## config.mk

```make
export PLATFORM = sky130hd
export DESIGN_NAME = keyboard_serial_transmitter_top
export DESIGN_NICKNAME = d
export VERILOG_FILES = /design/src/rtl/kst_pkg.sv /design/src/rtl/kst_seq.sv /design/src/rtl/keyboard_serial_transmitter_top.sv
export SDC_FILE = /design/constraint.sdc
export NUM_CORES = 1
export LEC_CHECK = 0
export ABC_CLOCK_PERIOD_IN_PS = 8800
export BUFFER_PORTS_ARGS = -buffer_cell sky130_fd_sc_hd__buf_4
export CORE_UTILIZATION = 55
export DETAILED_ROUTE_END_ITERATION = 10
export HOLD_SLACK_MARGIN = 0.12
export PLACE_DENSITY = 0.74
export SYNTH_ARGS = -nofsm -noshare
export SYNTH_HDL_FRONTEND = slang
export SYNTH_HIERARCHICAL = 1
export SYNTH_SLANG_ARGS = --single-unit
export TNS_END_PERCENT = 5
```

## constraint.sdc

```tcl
create_clock -name clk -period 8.8 [get_ports clk]
set_input_delay 0.88 -clock clk [delete_from_list [all_inputs] [get_ports clk]]
set_output_delay 0.88 -clock clk [all_outputs]
set_load 0.02 [all_outputs]
```

## src/rtl/kst_pkg.sv

```systemverilog
// Shared types and constants of the keyboard serial transmitter.
// No dependencies; used by kst_seq and keyboard_serial_transmitter_top.
package kst_pkg;

  localparam int CODE_BITS  = 8;
  localparam int CFG_DATA_W = 18;
  localparam int CFG_IDX_W  = 3;
  localparam int BITS_W     = 4;

  localparam logic [1:0] KIND_TICK = 2'd0;
  localparam logic [1:0] KIND_SEND = 2'd1;
  localparam logic [1:0] KIND_SYNC = 2'd2;

  localparam logic [CFG_IDX_W-1:0] REG_TIMEOUT    = 3'd0;
  localparam logic [CFG_IDX_W-1:0] REG_LEAD_PULSE = 3'd1;
  localparam logic [CFG_IDX_W-1:0] REG_LEAD_GAP   = 3'd2;
  localparam logic [CFG_IDX_W-1:0] REG_DATA_SETUP = 3'd3;
  localparam logic [CFG_IDX_W-1:0] REG_CLOCK_LOW  = 3'd4;
  localparam logic [CFG_IDX_W-1:0] REG_CLOCK_HIGH = 3'd5;
  localparam logic [CFG_IDX_W-1:0] REG_SYNC_STEP  = 3'd6;

  localparam logic [CFG_DATA_W-1:0] TIMEOUT_RST = 18'd143000;
  localparam logic [7:0] LEAD_PULSE_RST = 8'd15;
  localparam logic [7:0] LEAD_GAP_RST   = 8'd100;
  localparam logic [7:0] DATA_SETUP_RST = 8'd18;
  localparam logic [7:0] CLOCK_LOW_RST  = 8'd15;
  localparam logic [7:0] CLOCK_HIGH_RST = 8'd13;
  localparam logic [7:0] SYNC_STEP_RST  = 8'd20;

  localparam logic [BITS_W-1:0] CODE_BITS_CNT = 4'd8;

  typedef enum logic [3:0] {
    PH_IDLE       = 4'd0,
    PH_S_WAITHIGH = 4'd1,
    PH_S_LEAD     = 4'd2,
    PH_S_GAP      = 4'd3,
    PH_S_SETUP    = 4'd4,
    PH_S_CLKLOW   = 4'd5,
    PH_S_TAIL     = 4'd6,
    PH_Y_ASSERT   = 4'd7,
    PH_Y_CLKLOW   = 4'd8,
    PH_Y_CLKHIGH  = 4'd9,
    PH_H_WAITHIGH = 4'd10,
    PH_H_WAITLOW  = 4'd11
  } phase_t;

  typedef struct packed {
    logic [1:0]           kind;
    logic [CODE_BITS-1:0] key_code;
    logic                 data_line_level;
  } in_beat_t;

  typedef struct packed {
    logic clock_level;
    logic data_drive;
    logic busy_res;
    logic finished;
    logic handshake_ok;
  } out_beat_t;

endpackage

```

## src/rtl/kst_seq.sv

```systemverilog
// Transmit sequencer: timing registers, phase machine, shift register.
// Depends on kst_pkg; instantiated by keyboard_serial_transmitter_top.
module kst_seq #(
  parameter int TIMER_BITS = 18
) (
  input  logic                          clk,
  input  logic                          rst_n,
  input  logic                          cfg_we,
  input  logic [kst_pkg::CFG_IDX_W-1:0] cfg_index,
  input  logic [kst_pkg::CFG_DATA_W-1:0] cfg_data,
  input  logic                          beat_en,
  input  kst_pkg::in_beat_t             beat,
  output kst_pkg::out_beat_t            res
);

  localparam logic [32:0] TIMER_MAX = (33'd1 << TIMER_BITS) - 33'd1;

  logic [kst_pkg::CFG_DATA_W-1:0] timeout_r;
  logic [7:0] lead_pulse_r, lead_gap_r, data_setup_r, clock_low_r, clock_high_r, sync_step_r;

  kst_pkg::phase_t phase_r, phase_nxt;
  logic [TIMER_BITS-1:0] cnt_r, cnt_nxt, cnt_dec;
  logic [kst_pkg::CODE_BITS-1:0] shift_r, shift_nxt;
  logic [kst_pkg::BITS_W-1:0] bits_r, bits_nxt, bits_dec;
  logic clock_out_r, clock_out_nxt, data_out_r, data_out_nxt;
  logic busy, busy_nxt, is_tick, last, fin, ok;

  function automatic logic [TIMER_BITS-1:0] load_val(input logic [kst_pkg::CFG_DATA_W-1:0] n);
    logic [32:0] w;
    begin
      w = 33'(n);
      if (w == 33'd0) w = 33'd1;
      if (w > TIMER_MAX) w = TIMER_MAX;
      return w[TIMER_BITS-1:0];
    end
  endfunction

  always_ff @(posedge clk) begin
    if (!rst_n) begin
      timeout_r    <= kst_pkg::TIMEOUT_RST;
      lead_pulse_r <= kst_pkg::LEAD_PULSE_RST;
      lead_gap_r   <= kst_pkg::LEAD_GAP_RST;
      data_setup_r <= kst_pkg::DATA_SETUP_RST;
      clock_low_r  <= kst_pkg::CLOCK_LOW_RST;
      clock_high_r <= kst_pkg::CLOCK_HIGH_RST;
      sync_step_r  <= kst_pkg::SYNC_STEP_RST;
    end else if (cfg_we) begin
      case (cfg_index)
        kst_pkg::REG_TIMEOUT:    timeout_r    <= cfg_data;
        kst_pkg::REG_LEAD_PULSE: lead_pulse_r <= cfg_data[7:0];
        kst_pkg::REG_LEAD_GAP:   lead_gap_r   <= cfg_data[7:0];
        kst_pkg::REG_DATA_SETUP: data_setup_r <= cfg_data[7:0];
        kst_pkg::REG_CLOCK_LOW:  clock_low_r  <= cfg_data[7:0];
        kst_pkg::REG_CLOCK_HIGH: clock_high_r <= cfg_data[7:0];
        kst_pkg::REG_SYNC_STEP:  sync_step_r  <= cfg_data[7:0];
        default: ;
      endcase
    end
  end

  assign busy     = (phase_r != kst_pkg::PH_IDLE) && (phase_r <= kst_pkg::PH_H_WAITLOW);
  assign is_tick  = (beat.kind == kst_pkg::KIND_TICK);
  assign cnt_dec  = (cnt_r != '0) ? cnt_r - TIMER_BITS'(1) : '0;
  assign last     = (cnt_dec == '0);
  assign bits_dec = (bits_r != '0) ? bits_r - kst_pkg::BITS_W'(1) : '0;

  // next state
  always_comb begin
    phase_nxt     = phase_r;
    cnt_nxt       = cnt_r;
    shift_nxt     = shift_r;
    bits_nxt      = bits_r;
    clock_out_nxt = clock_out_r;
    data_out_nxt  = data_out_r;
    case (beat.kind)
      kst_pkg::KIND_TICK: begin
        if (!busy) begin
          phase_nxt = kst_pkg::PH_IDLE;
        end else begin
          case (phase_r)
            kst_pkg::PH_S_WAITHIGH: begin
              if (beat.data_line_level) begin
                data_out_nxt = 1'b0;
                cnt_nxt      = load_val(18'(lead_pulse_r));
                phase_nxt    = kst_pkg::PH_S_LEAD;
              end
            end
            kst_pkg::PH_S_LEAD: begin
              cnt_nxt = cnt_dec;
              if (last) begin
                data_out_nxt = 1'b1;
                bits_nxt     = kst_pkg::CODE_BITS_CNT;
                cnt_nxt      = load_val(18'(lead_gap_r));
                phase_nxt    = kst_pkg::PH_S_GAP;
              end
            end
            kst_pkg::PH_S_GAP: begin
              cnt_nxt = cnt_dec;
              if (last) begin
                data_out_nxt = shift_r[kst_pkg::CODE_BITS-1];
                shift_nxt    = {shift_r[kst_pkg::CODE_BITS-2:0], 1'b0};
                cnt_nxt      = load_val(18'(data_setup_r));
                phase_nxt    = kst_pkg::PH_S_SETUP;
              end
            end
            kst_pkg::PH_S_SETUP: begin
              cnt_nxt = cnt_dec;
              if (last) begin
                clock_out_nxt = 1'b0;
                cnt_nxt       = load_val(18'(clock_low_r));
                phase_nxt     = kst_pkg::PH_S_CLKLOW;
              end
            end
            kst_pkg::PH_S_CLKLOW: begin
              cnt_nxt = cnt_dec;
              if (last) begin
                clock_out_nxt = 1'b1;
                cnt_nxt       = load_val(18'(clock_high_r));
                bits_nxt      = bits_dec;
                phase_nxt     = (bits_dec != '0) ? kst_pkg::PH_S_GAP : kst_pkg::PH_S_TAIL;
              end
            end
            kst_pkg::PH_S_TAIL, kst_pkg::PH_Y_CLKHIGH: begin
              cnt_nxt = cnt_dec;
              if (last) begin
                data_out_nxt = 1'b1;
                cnt_nxt      = load_val(timeout_r);
                phase_nxt    = kst_pkg::PH_H_WAITHIGH;
              end
            end
            kst_pkg::PH_Y_ASSERT: begin
              cnt_nxt = cnt_dec;
              if (last) begin
                clock_out_nxt = 1'b0;
                cnt_nxt       = load_val(18'(sync_step_r));
                phase_nxt     = kst_pkg::PH_Y_CLKLOW;
              end
            end
            kst_pkg::PH_Y_CLKLOW: begin
              cnt_nxt = cnt_dec;
              if (last) begin
                clock_out_nxt = 1'b1;
                cnt_nxt       = load_val(18'(sync_step_r));
                phase_nxt     = kst_pkg::PH_Y_CLKHIGH;
              end
            end
            kst_pkg::PH_H_WAITHIGH: begin
              cnt_nxt = cnt_dec;
              if (beat.data_line_level) begin
                phase_nxt = last ? kst_pkg::PH_IDLE : kst_pkg::PH_H_WAITLOW;
              end
            end
            kst_pkg::PH_H_WAITLOW: begin
              if (!beat.data_line_level) begin
                phase_nxt = kst_pkg::PH_IDLE;
              end else begin
                cnt_nxt = cnt_dec;
                if (last) phase_nxt = kst_pkg::PH_IDLE;
              end
            end
            default: phase_nxt = kst_pkg::PH_IDLE;
          endcase
        end
      end
      kst_pkg::KIND_SEND: begin
        if (!busy) begin
          shift_nxt = ~{beat.key_code[kst_pkg::CODE_BITS-2:0],
                        beat.key_code[kst_pkg::CODE_BITS-1]};
          bits_nxt  = '0;
          cnt_nxt   = '0;
          phase_nxt = kst_pkg::PH_S_WAITHIGH;
        end
      end
      kst_pkg::KIND_SYNC: begin
        if (!busy) begin
          data_out_nxt = 1'b0;
          cnt_nxt      = load_val(18'(sync_step_r));
          phase_nxt    = kst_pkg::PH_Y_ASSERT;
        end
      end
      default: ;
    endcase
  end

  // result fields
  always_comb begin
    fin = 1'b0;
    ok  = 1'b0;
    if (is_tick && busy) begin
      case (phase_r)
        kst_pkg::PH_H_WAITHIGH: fin = beat.data_line_level && last;
        kst_pkg::PH_H_WAITLOW: begin
          fin = !beat.data_line_level || last;
          ok  = !beat.data_line_level;
        end
        default: ;
      endcase
    end
    busy_nxt         = (phase_nxt != kst_pkg::PH_IDLE) && (phase_nxt <= kst_pkg::PH_H_WAITLOW);
    res.clock_level  = clock_out_nxt;
    res.data_drive   = data_out_nxt;
    res.busy_res     = busy_nxt;
    res.finished     = fin;
    res.handshake_ok = ok;
  end

  always_ff @(posedge clk) begin
    if (!rst_n) begin
      phase_r     <= kst_pkg::PH_IDLE;
      cnt_r       <= '0;
      shift_r     <= '0;
      bits_r      <= '0;
      clock_out_r <= 1'b1;
      data_out_r  <= 1'b1;
    end else if (beat_en) begin
      phase_r     <= phase_nxt;
      cnt_r       <= cnt_nxt;
      shift_r     <= shift_nxt;
      bits_r      <= bits_nxt;
      clock_out_r <= clock_out_nxt;
      data_out_r  <= data_out_nxt;
    end
  end

  a_idle_released: assert property (@(posedge clk) disable iff (!rst_n)
    (phase_r == kst_pkg::PH_IDLE) |-> (clock_out_r && data_out_r))
    else $error("lines not released while idle");

  a_bits_range: assert property (@(posedge clk) disable iff (!rst_n)
    bits_r <= kst_pkg::CODE_BITS_CNT)
    else $error("bit counter out of range");

  a_finish_idle: assert property (@(posedge clk) disable iff (!rst_n)
    (beat_en && res.finished) |=> (phase_r == kst_pkg::PH_IDLE))
    else $error("sequence finished but not idle");

  a_ok_needs_finish: assert property (@(posedge clk) disable iff (!rst_n)
    res.handshake_ok |-> (res.finished && !res.busy_res))
    else $error("handshake ok without finish");

endmodule

```

## src/rtl/keyboard_serial_transmitter_top.sv

```systemverilog
// Top level of the keyboard serial transmitter: ports, result buffer.
// Depends on kst_pkg and kst_seq.
//
//   port group  direction  flow control    payload
//   in_         in         valid / stall   kst_pkg::in_beat_t
//   out_        out        valid / stall   kst_pkg::out_beat_t
//   cfg_        in         valid / ready   register index, 18-bit data
//
// One beat per cycle is accepted while in_stall is low; each beat yields one result
// beat, registered behind the single sequencer stage in the output register or skid.
// A two-entry result buffer (output register plus skid) stalls the input
// only when both entries hold results that the consumer has not taken.
// Synchronous active-low reset idles the sequencer, releases both lines and
// loads the timing registers with their defaults; cfg_ready is always high.
module keyboard_serial_transmitter_top #(
  parameter int TIMER_BITS = 18
) (
  input  logic                           clk,
  input  logic                           rst_n,
  input  logic                           in_valid,
  output logic                           in_stall,
  input  kst_pkg::in_beat_t              in_beat,
  output logic                           out_valid,
  input  logic                           out_stall,
  output kst_pkg::out_beat_t             out_beat,
  input  logic                           cfg_valid,
  output logic                           cfg_ready,
  input  logic [kst_pkg::CFG_IDX_W-1:0]  cfg_index,
  input  logic [kst_pkg::CFG_DATA_W-1:0] cfg_data
);

  kst_pkg::out_beat_t res, out_beat_r, out_beat_nxt, skid_beat_r, skid_beat_nxt;
  logic out_valid_r, out_valid_nxt, skid_valid_r, skid_valid_nxt;
  logic accept, out_free;

  assign cfg_ready = 1'b1;
  assign in_stall  = skid_valid_r;
  assign accept    = in_valid && !skid_valid_r;
  assign out_free  = !out_valid_r || !out_stall;

  kst_seq #(
    .TIMER_BITS(TIMER_BITS)
  ) u_seq (
    .clk      (clk),
    .rst_n    (rst_n),
    .cfg_we   (cfg_valid && cfg_ready),
    .cfg_index(cfg_index),
    .cfg_data (cfg_data),
    .beat_en  (accept),
    .beat     (in_beat),
    .res      (res)
  );

  always_comb begin
    out_valid_nxt  = out_valid_r;
    out_beat_nxt   = out_beat_r;
    skid_valid_nxt = skid_valid_r;
    skid_beat_nxt  = skid_beat_r;
    if (out_free) begin
      if (skid_valid_r) begin
        out_valid_nxt  = 1'b1;
        out_beat_nxt   = skid_beat_r;
        skid_valid_nxt = 1'b0;
      end else if (accept) begin
        out_valid_nxt = 1'b1;
        out_beat_nxt  = res;
      end else begin
        out_valid_nxt = 1'b0;
      end
    end else if (accept) begin
      skid_valid_nxt = 1'b1;
      skid_beat_nxt  = res;
    end
  end

  always_ff @(posedge clk) begin
    if (!rst_n) begin
      out_valid_r  <= 1'b0;
      skid_valid_r <= 1'b0;
    end else begin
      out_valid_r  <= out_valid_nxt;
      skid_valid_r <= skid_valid_nxt;
    end
    out_beat_r  <= out_beat_nxt;
    skid_beat_r <= skid_beat_nxt;
  end

  assign out_valid = out_valid_r;
  assign out_beat  = out_beat_r;

  a_skid_behind_out: assert property (@(posedge clk) disable iff (!rst_n)
    skid_valid_r |-> out_valid_r)
    else $error("skid holds a beat while output register is empty");

  a_skid_fill: assert property (@(posedge clk) disable iff (!rst_n)
    (accept && out_valid_r && out_stall) |=> skid_valid_r)
    else $error("accepted beat lost while output stalled");

  a_skid_drain: assert property (@(posedge clk) disable iff (!rst_n)
    (skid_valid_r && !out_stall) |=> (out_valid_r && !skid_valid_r))
    else $error("skid beat not moved to output");

endmodule

```

# After elaboration in Yosys (flattened, before gate mapping)
# Cells that the tools add are included.
# word_totals
ff_bits,114
in_bits,37
out_inout_bits,8
elab_cells,231
# op_classes
addsub,2
n_lt_le_gt_ge,11
eq_ne,30
n_mux,114
bitwise,3
n_reduce_logical,46
# ops
cell,n
two-way mux 33 bit,33
two-way mux 18 bit,23
greater-than comparator 33 x 18 -> 1 bit (second input constant),9
case mux 18 bit (10 select lines),1
two-way mux 4 bit,20
two-way mux 8 bit,10
case mux 18 bit (3 select lines),1
zero test 8 bit,6
case mux 4 bit (10 select lines),1
zero test 18 bit,2
AND reduction 2 bit,9
nonzero test 18 bit,1
subtractor 18 x 1 -> 18 bit (second input constant),1
equality test 4 x 3 -> 1 bit (second input constant),4
equality test 4 bit (second input constant),4
case mux 4 bit (2 select lines),2
case mux 8 bit (2 select lines),1
nonzero test 4 bit,4
!= test 3 bit (second input constant),5
two-way mux 1 bit,14
case mux 4 bit (3 select lines),1
!= test 11 bit (second input constant),1
two-way mux 5 bit,2
equality test 3 bit (second input constant),3
27 further kinds,48

# Logic depth before layout (Yosys ltp)
# Gate-level depths: netlist of run 1.
# depth
word_depth,13
mapped_depth,15
depth_no_buf,13

# Cells and area by module
# Netlist of run 1, hierarchy kept.
# modules_own_cells
module,n_inst,cells_per_inst,area_per_inst_um2,seq_area_each_um2
kst_seq,1,818,5969.5,2042.0
keyboard_serial_transmitter_top,1,27,498.0,340.3

# Worst setup path after synthesis of run 1
# OpenSTA, ideal clock, no wires.
# synth_path
kind,register to register
from,register u_seq.cnt_r[0]
to,"register out_beat_r, in the netlist out_beat[2], data pin"
setup_time_ps,260
arrival_ps,3250
required_ps,8540
slack_ps,5289
path_stages_with_launch,16
n_path_buf,2
period_less_slack_ps,3511
path_cell_list,dfxtp_1 -> inv_1 -> ha_1 -> or3b_2 -> o31a_1 -> o32ai_2 -> nand2_1 -> o22ai_2 -> buf_2 -> mux2i_1 -> a211o_1 -> a31oi_1 -> and3_1 -> a21oi_1 -> buf_4 -> mux2_4
# synth_between
elab_chain_len,12
word_cells_on_any_way,23
classes_between,1 x add/sub; 1 x order compare; 17 x mux; 4 x reduce/logical
# synth_rtl
item,line_no,rtl
from (decl),kst_seq.sv:22,"logic [TIMER_BITS-1:0] cnt_r, cnt_nxt, cnt_dec;"
from (signal assigned),kst_seq.sv:217,cnt_r <= cnt_nxt;
subtractor 18 x 1 -> 18 bit / nonzero test 18 bit (equally long branches),kst_seq.sv:63,assign cnt_dec = (cnt_r != '0) ? cnt_r - TIMER_BITS'(1) : '0;
two-way mux 18 bit (*),kst_seq.sv:63,
zero test 18 bit (*),kst_seq.sv:64,assign last = (cnt_dec == '0);
"two-way mux 4 bit, on equally long branches","kst_seq.sv:158, kst_seq.sv:150",
"two-way mux 4 bit, on equally long branches","kst_seq.sv:154, kst_seq.sv:149",
case mux 4 bit (10 select lines) (*),kst_seq.sv:80,case (phase_r)
two-way mux 4 bit (*),kst_seq.sv:77,if (!busy) begin
case mux 4 bit (3 select lines) (*),kst_seq.sv:75,case (beat.kind)
<= comparator 4 bit / nonzero test 4 bit (equally long branches),kst_seq.sv:199,busy_nxt = (phase_nxt != kst_pkg::PH_IDLE) && (phase_nxt <= kst_pkg::PH_H_WAITLOW);
logical AND 1 bit (*),kst_seq.sv:199,
via u_seq.busy_nxt,kst_seq.sv:26,"logic busy, busy_nxt, is_tick, last, fin, ok;"
two-way mux 5 bit (*),keyboard_serial_transmitter_top.sv:64,end else if (accept) begin
two-way mux 5 bit (*),keyboard_serial_transmitter_top.sv:60,if (skid_valid_r) begin
to (signal assigned),keyboard_serial_transmitter_top.sv:84,out_beat_r <= out_beat_nxt;
to (decl),keyboard_serial_transmitter_top.sv:32,"kst_pkg::out_beat_t res, out_beat_r, out_beat_nxt, skid_beat_r, skid_beat_nxt;"
# The timed path passes the listed nets; every way through them passes the cells marked *. The select of a mux whose other input is x is not followed.
# A chain may end at the register's enable or synchronous reset.

==> results of run 1 <==
[placed cells by master, fill, tap and decap left out, types with 7 or more instances in the layout]
cell       count
a21boi_0      51
a31oi_1        7
a22oi_1       20
xnor2_1        8
o21ai_0       38
nor3b_1        8
nand4_1        7
and2_1        11
nor2b_1       12
inv_1         10
nor2_1        54
a211o_1       13
dfxtp_1      104
buf_4         44
nand3_1       41
nand2b_1      10
a21oi_1       37
nand2_1      197
nor4_1        19
clkbuf_16     18
edfxtp_1      10
nor3_1        19
[stage by stage]
stage	hold slack, ns	instance area (sq um)	util [%]	instances	power [mW]
CTS	0.452	7300	63.9	1005	1.57
global placement	0.439	6710	58.8	973	0.892
floorplan	0.428	6470	-	845	0.814
global route	0.468	7300	63.9	1005	1.63
finish	0.454	7300	63.9	1005	1.56
detailed placement	0.444	6710	58.8	973	0.897
[cell usage after synthesis (all sizes together) (2+ instances only)]
| cell | number | area (sq um) |
|---|---|---|
| xnor2 | 8 | 70.1 |
| nand2 | 197 | 739 |
| inv | 10 | 37.5 |
| a211oi | 6 | 45.0 |
| buf | 14 | 101 |
| nand2b | 10 | 62.6 |
| a21boi | 55 | 413 |
| mux2 | 5 | 75.1 |
| and3 | 4 | 25.0 |
| a211o | 13 | 114 |
| nand3 | 42 | 215 |
| o21ai | 41 | 209 |
| a21oi | 37 | 185 |
| o31ai | 6 | 45.0 |
| a222oi | 3 | 30.0 |
| or3 | 6 | 37.5 |
| o22ai | 4 | 31.3 |
| dfxtp | 104 | 2080 |
| ha | 6 | 75.1 |
| or2 | 2 | 12.5 |
| nor2 | 55 | 214 |
| xor2 | 5 | 43.8 |
| nor2b | 13 | 88.8 |
| nor4 | 21 | 144 |
| or4 | 8 | 67.6 |
| nor3 | 20 | 100 |
| a2111oi | 3 | 26.3 |
| nor3b | 9 | 72.6 |
| o211a | 3 | 30.0 |
| mux2i | 3 | 30.0 |
| clkbuf | 45 | 169 |
| a22oi | 20 | 150 |
| a31oi | 7 | 43.8 |
| nand4b | 2 | 17.5 |
| edfxtp | 10 | 300 |
| and2 | 12 | 75.1 |
| o211ai | 6 | 45.0 |
| nand4 | 7 | 43.8 |
| a21o | 2 | 15.0 |
| o21bai | 2 | 15.0 |
[cell type report]
class,instances,area (sq um)
multi-input combinational,662,3780
tap,143,179
clock inverter,7,68.8
sequential,114,2380
clock buffer,25,517
fill,1032,4120
timing repair buffer,44,330
inverter,10,37.5
[worst max-delay path: cells and delay by family, from the launching register on]
family,cells,cell delay (ns)
and+or+nand+nor,3,1.05
DFF,1,0.36
buffers and inverters,1,0.10
adders and majority gates,1,0.22
AOI/OAI and AO/OA,6,1.63
muxes,2,0.52
[worst paths after layout]
path,startpoint,end,slack (ns)
worst max-delay path,u_seq/cnt_r[0],out_beat[2],4.66
worst min-delay path,u_seq/shift_r[5],u_seq/shift_r[5],0.45
worst min register to register,u_seq/shift_r[5],u_seq/shift_r[5],0.45
worst max register to register,u_seq/cnt_r[0],out_beat[2],4.66
[flip-flops by register name, indices dropped and copies added (netlist names), 4 cells and up]
name,cells
u_seq/phase_r,4
u_seq/sync_step_r,8
u_seq/data_setup_r,8
u_seq/cnt_r,18
u_seq/bits_r,4
out_beat,5
u_seq/timeout_r,18
u_seq/clock_low_r,8
u_seq/lead_gap_r,8
u_seq/clock_high_r,8
u_seq/shift_r,8
u_seq/lead_pulse_r,8
skid_beat_r,5
[logic make-up after synthesis]
kind of cell | synth area share, %
fa+ha+maj | 1.16
xor+xnor | 1.76
mux | 1.63
other cells | 0.0580
simple gates | 30.4
flops | 36.8
buf+inv | 4.76
compound gates | 23.4
[where the power goes]
group	internal (mW)	switching, mW	total (mW)
sequential	0.543	0.0259	0.569
clock	0.434	0.233	0.667
combinational	0.120	0.208	0.328
[layer usage]
layer	up-vias	GRT usage, %	routed length [um]
met4	0	10.5	290
met5	-	0	0
met2	207	46.0	8280
li1	3017	-	-
met3	26	5.93	1160
met1	2920	39.7	8000
==> flow_summary.json, run 1 <==
{
  "status": "completed",
  "final.min_clock_period_ns": 4.14,
  "cts-root-buf": "clkbuf_16",
  "cts-resized-gates": 0,
  "area_delta_synth_final_pct": 12.8,
  "die_h_um": 110,
  "netlist_area_sq_um": 6470,
  "tns_ns": 0,
  "fin_nets": 892,
  "drt_iter0_drc": 716,
  "cp_cell_sequence": "inv_1 -> ha_1 -> nor3b_1 -> a21boi_0 -> o22ai_1 -> nand2_1 -> o22ai_2 -> mux2i_1 -> a211o_1 -> a31oi_1 -> and3_1 -> a21oi_1 -> mux2_4",
  "path_class": "reg -> reg",
  "hp-class": "reg -> reg",
  "ir_worst_vdd_mv": 0.135,
  "slowest_stage": "nor3b_1",
  "wl_per_cell_um": 17.6,
  "antennaDiodeCount": 0,
  "cp-end-kind": "register",
  "ant_nets": 0,
  "finClkSkew_ns": 0.00868,
  "required_ns": 8.96,
  "whs_path_depth": 2,
  "synth_flop_cell": "dfxtp_1",
  "vias_per_cell": 6.14,
  "finalWorstSetupSlack_ns": 4.66,
  "synth-seq-cells": 114,
  "dr.pass1.iters": 7,
  "critPathMaxFanout": 12,
  "cts_tree": "built",
  "wl_um": 17700,
  "synth_cells": 845,
  "synthesis.nets": 888,
  "post-route-period-util_pct": 47.1,
  "antenna_found_initial": 0,
  "cts_buffer_depth": 2,
  "grt_max_degree": 106,
  "grt_usage_pct": 29.2,
  "die-width_um": 110,
  "syn_avg_cell_area_sq_um": 7.65,
  "synth_edf_count": 10,
  "synthArstFlopShare_pct": 0,
  "dr_total_vias": 6170,
  "io_pins": 45,
  "worstPathArrival_ns": 4.30,
  "rsz0062_at_grt": "no",
  "hold_viol_final": 0,
  "gp_congestion": 0.912,
  "start_util_pct": 56.6,
  "p_leak_nw": 2.74,
  "die-area_sq_um": 12200,
  "rr_worst_depth": 13,
  "cts_setup_buffers": 0,
  "maxCapViolCount": 0,
  "cts_hold_buf": 0,
  "tightest_slew_ns": 1.11,
  "power.density_nw_per_um2": 214,
  "grt_pass1_vias": 5591,
  "critPathLaunchType": "register",
  "rows": 39,
  "ys_warn_count": 6,
  "grt_overflow": 0,
  "drive_gt1_share_pct": 10.8,
  "htreeDepth": 4,
  "worstSkewPairLatency_ns": 0.42,
  "ys_types": 73,
  "cts.sinks": 114,
  "cts_buffers": 17,
  "grt_pass1_wl_um": 28700,
  "core-area_sq_um": 11400,
  "dpl_worst_slack_ns": 4.77,
  "maxSlewHeadroom_pct": 25.2,
  "io_buffer_count": 43,
  "clkTransAtPathRegs_ns": 0.05,
  "finalMaxSlewViolations": 0,
  "max_freq_mhz": 241,
  "drc": 0,
  "setup_violations": 0,
  "synth-seq-area-share_pct": 36.8,
  "max_stage_delay_ns": 0.71,
  "dp_hpwl_um": 12300
}
No activity file was read; power rests on OpenSTA's default activity.
==> run 2: changes to the inputs <==
- ABC_CLOCK_PERIOD_IN_PS: 8800 -> 3550
- PLACE_DENSITY: 0.74 -> 0.77
- clock period: 8.8 -> 3.55 ns (I/O delays scaled with it)
==> run 2 against run 1 <==
  * Critical endpoint unchanged
  * Largest power group unchanged
  * Global-route usage rose by 1.4 points
  * Largest cell class unchanged
  * Highest routed layer unchanged
  * Die area did not move
  * Hold slack worse by 0.30 ns
  * Cell area rose by 2.7%
  * Combinational power grew to 2.9 times the previous value
==> flow_summary.json, run 2 (synthesized netlist as in run 1, its figures left out) <==
{
  "cts_buffers": 17,
  "critPathMaxFanout": 7,
  "dp_hpwl_um": 13000,
  "hold_viol_final": 0,
  "max_freq_mhz": 285,
  "grt_max_degree": 106,
  "grt_usage_pct": 30.6,
  "cts-root-buf": "clkbuf_16",
  "dpl_worst_slack_ns": 0.0630,
  "grt_overflow": 0,
  "maxSlewHeadroom_pct": 28.4,
  "critPathLaunchType": "register",
  "drt_iter0_drc": 630,
  "drc": 0,
  "core-area_sq_um": 11400,
  "status": "completed",
  "ant_nets": 0,
  "wl_um": 18800,
  "p_leak_nw": 2.82,
  "worstPathArrival_ns": 3.66,
  "rows": 39,
  "fin_area_sq_um": 7490,
  "fin_nets": 911,
  "cts.sinks": 114,
  "final_cell_mix": "196 x nand2_1, 101 x dfxtp_1, 62 x buf_4, 53 x nor2_1, 51 x a21boi_0",
  "wl_per_cell_um": 18.3,
  "finClkSkew_ns": 0.00850,
  "cts_buffer_depth": 2,
  "die-area_sq_um": 12200,
  "finalMaxSlewViolations": 0,
  "reg_top3": "u_seq/cnt_r (18), u_seq/timeout_r (18)",
  "required_ns": 3.71,
  "post_dp_cell_area_sq_um": 6850,
  "intPower_mw": 2.74,
  "num-fill-cells": 987,
  "final_common_cell": "nand2_1",
  "final.min_clock_period_ns": 3.50,
  "path_class": "reg -> reg",
  "start_util_pct": 56.6,
  "grt_pass1_vias": 6067,
  "io_pins": 45,
  "swShare_pct": 30.5,
  "post-route-period-util_pct": 98.7,
  "switchingPower_mw": 1.20,
  "cp-end-kind": "register",
  "hp-class": "in -> reg",
  "seqPwrFrac_pct": 35.6,
  "setup_violations": 0,
  "die-width_um": 110,
  "area_delta_synth_final_pct": 15.8,
  "dr_total_vias": 6560,
  "antenna_found_initial": 0,
  "worstSkewPairLatency_ns": 0.41,
  "dr.pass1.iters": 6,
  "finalWorstSetupSlack_ns": 0.0472,
  "grt_pass1_wl_um": 30400,
  "whs_ns": 0.154,
  "clkTransAtPathRegs_ns": 0.05,
  "ir_worst_vdd_mv": 0.370,
  "drive_gt1_share_pct": 14.2,
  "cts_tree": "built",
  "die_h_um": 110,
  "vias_per_cell": 6.41,
  "htreeDepth": 4,
  "maxCapViolCount": 0,
  "antennaDiodeCount": 0,
  "io_buffer_count": 43,
  "clkPwrFrac_pct": 40.4,
  "multi_input_area_sq_um": 3850,
  "tightest_slew_ns": 1.07,
  "power.density_nw_per_um2": 526,
  "gp_congestion": 0.957,
  "p_comb_share_pct": 24.1,
  "regArea_sq_um": 2390
}
==> run 2: cell types whose count changed in the layout (fill, tap and decap cells not counted), sizes merged <==
cell	before	now
clkbuf	25	22
clkinvlp	1	3
clkinv	3	6
inv	12	10
buf	44	63
==> run 2: critical path, stage by stage (launching register included) <==
cell and delay [ns]:
dfxtp_2 0.35, inv_2 0.08, ha_4 0.15, or3b_4 0.38, o31a_1 0.31, o32ai_2 0.30, nand4_1 0.24, o22ai_4 0.25
a211oi_1 0.14, a211o_1 0.32, a31oi_2 0.18, and3_1 0.18, a21oi_1 0.09, mux2_4 0.27
==> run 2: final timing paths <==
path                         start             endpoint  slack, ns  depth (start not counted)
setup / recovery    u_seq/cnt_r[0]          out_beat[2]       0.05                         13
hold / removal        cfg_data[17]  u_seq/timeout_r[17]       0.15                          3
hold reg to reg   u_seq/shift_r[5]     u_seq/shift_r[5]       0.46                          2
setup reg to reg    u_seq/cnt_r[0]          out_beat[2]       0.05                         13
==> run 2: metal layers <==
| layer | GRT usage (%) | routed length [um] | part of all wire [%] | up-vias |
|---|---|---|---|---|
| met1 | 39.4 | 7680 | 41 | 3047 |
| met3 | 5.65 | 1580 | 8.4 | 68 |
| met2 | 49.4 | 8800 | 47 | 384 |
| li1 | - | - | - | 3061 |
| met4 | 14.5 | 725 | 3.9 | 0 |
| met5 | 0 | 0 | 0 | - |
==> run 2: timing repair <==
action / CTS / global route
buffers inserted: 0 / 0
hold buffers: 0 / 0
setup endpoints to repair: 1 / 14
pin swaps: 0 / 8
gates resized for setup: 1 / 22
==> run 2: power by group through the flow <==
stage,registers (mW),logic [mW],clock network (mW)
4_1_cts,1.40,0.874,1.60
2_1_floorplan,1.40,0.614,0
5_1_grt,1.41,1.02,1.67
3_3_place_gp,1.42,0.845,0
3_5_place_dp,1.42,0.863,0
6_report,1.40,0.948,1.59
==> run 2: cell type report <==
class	instances	area share [%]
inverter	10	0.501
sequential	114	31.9
clock buffer	22	6.35
multi-input combinational	662	51.4
timing repair buffer	63	6.36
clock inverter	10	1.10
tap	143	2.39
==> run 2: metrics by stage <==
stage               cells  power (mW)  TNS, ns  utilization (%)
finish               1024        3.94        0             65.6
CTS                  1024        3.88        0             64.9
global route         1024        4.09  -0.0453             65.6
detailed placement    992        2.29        0             60.0
global placement      992        2.27        0             60.0
floorplan             845        2.02        0                -
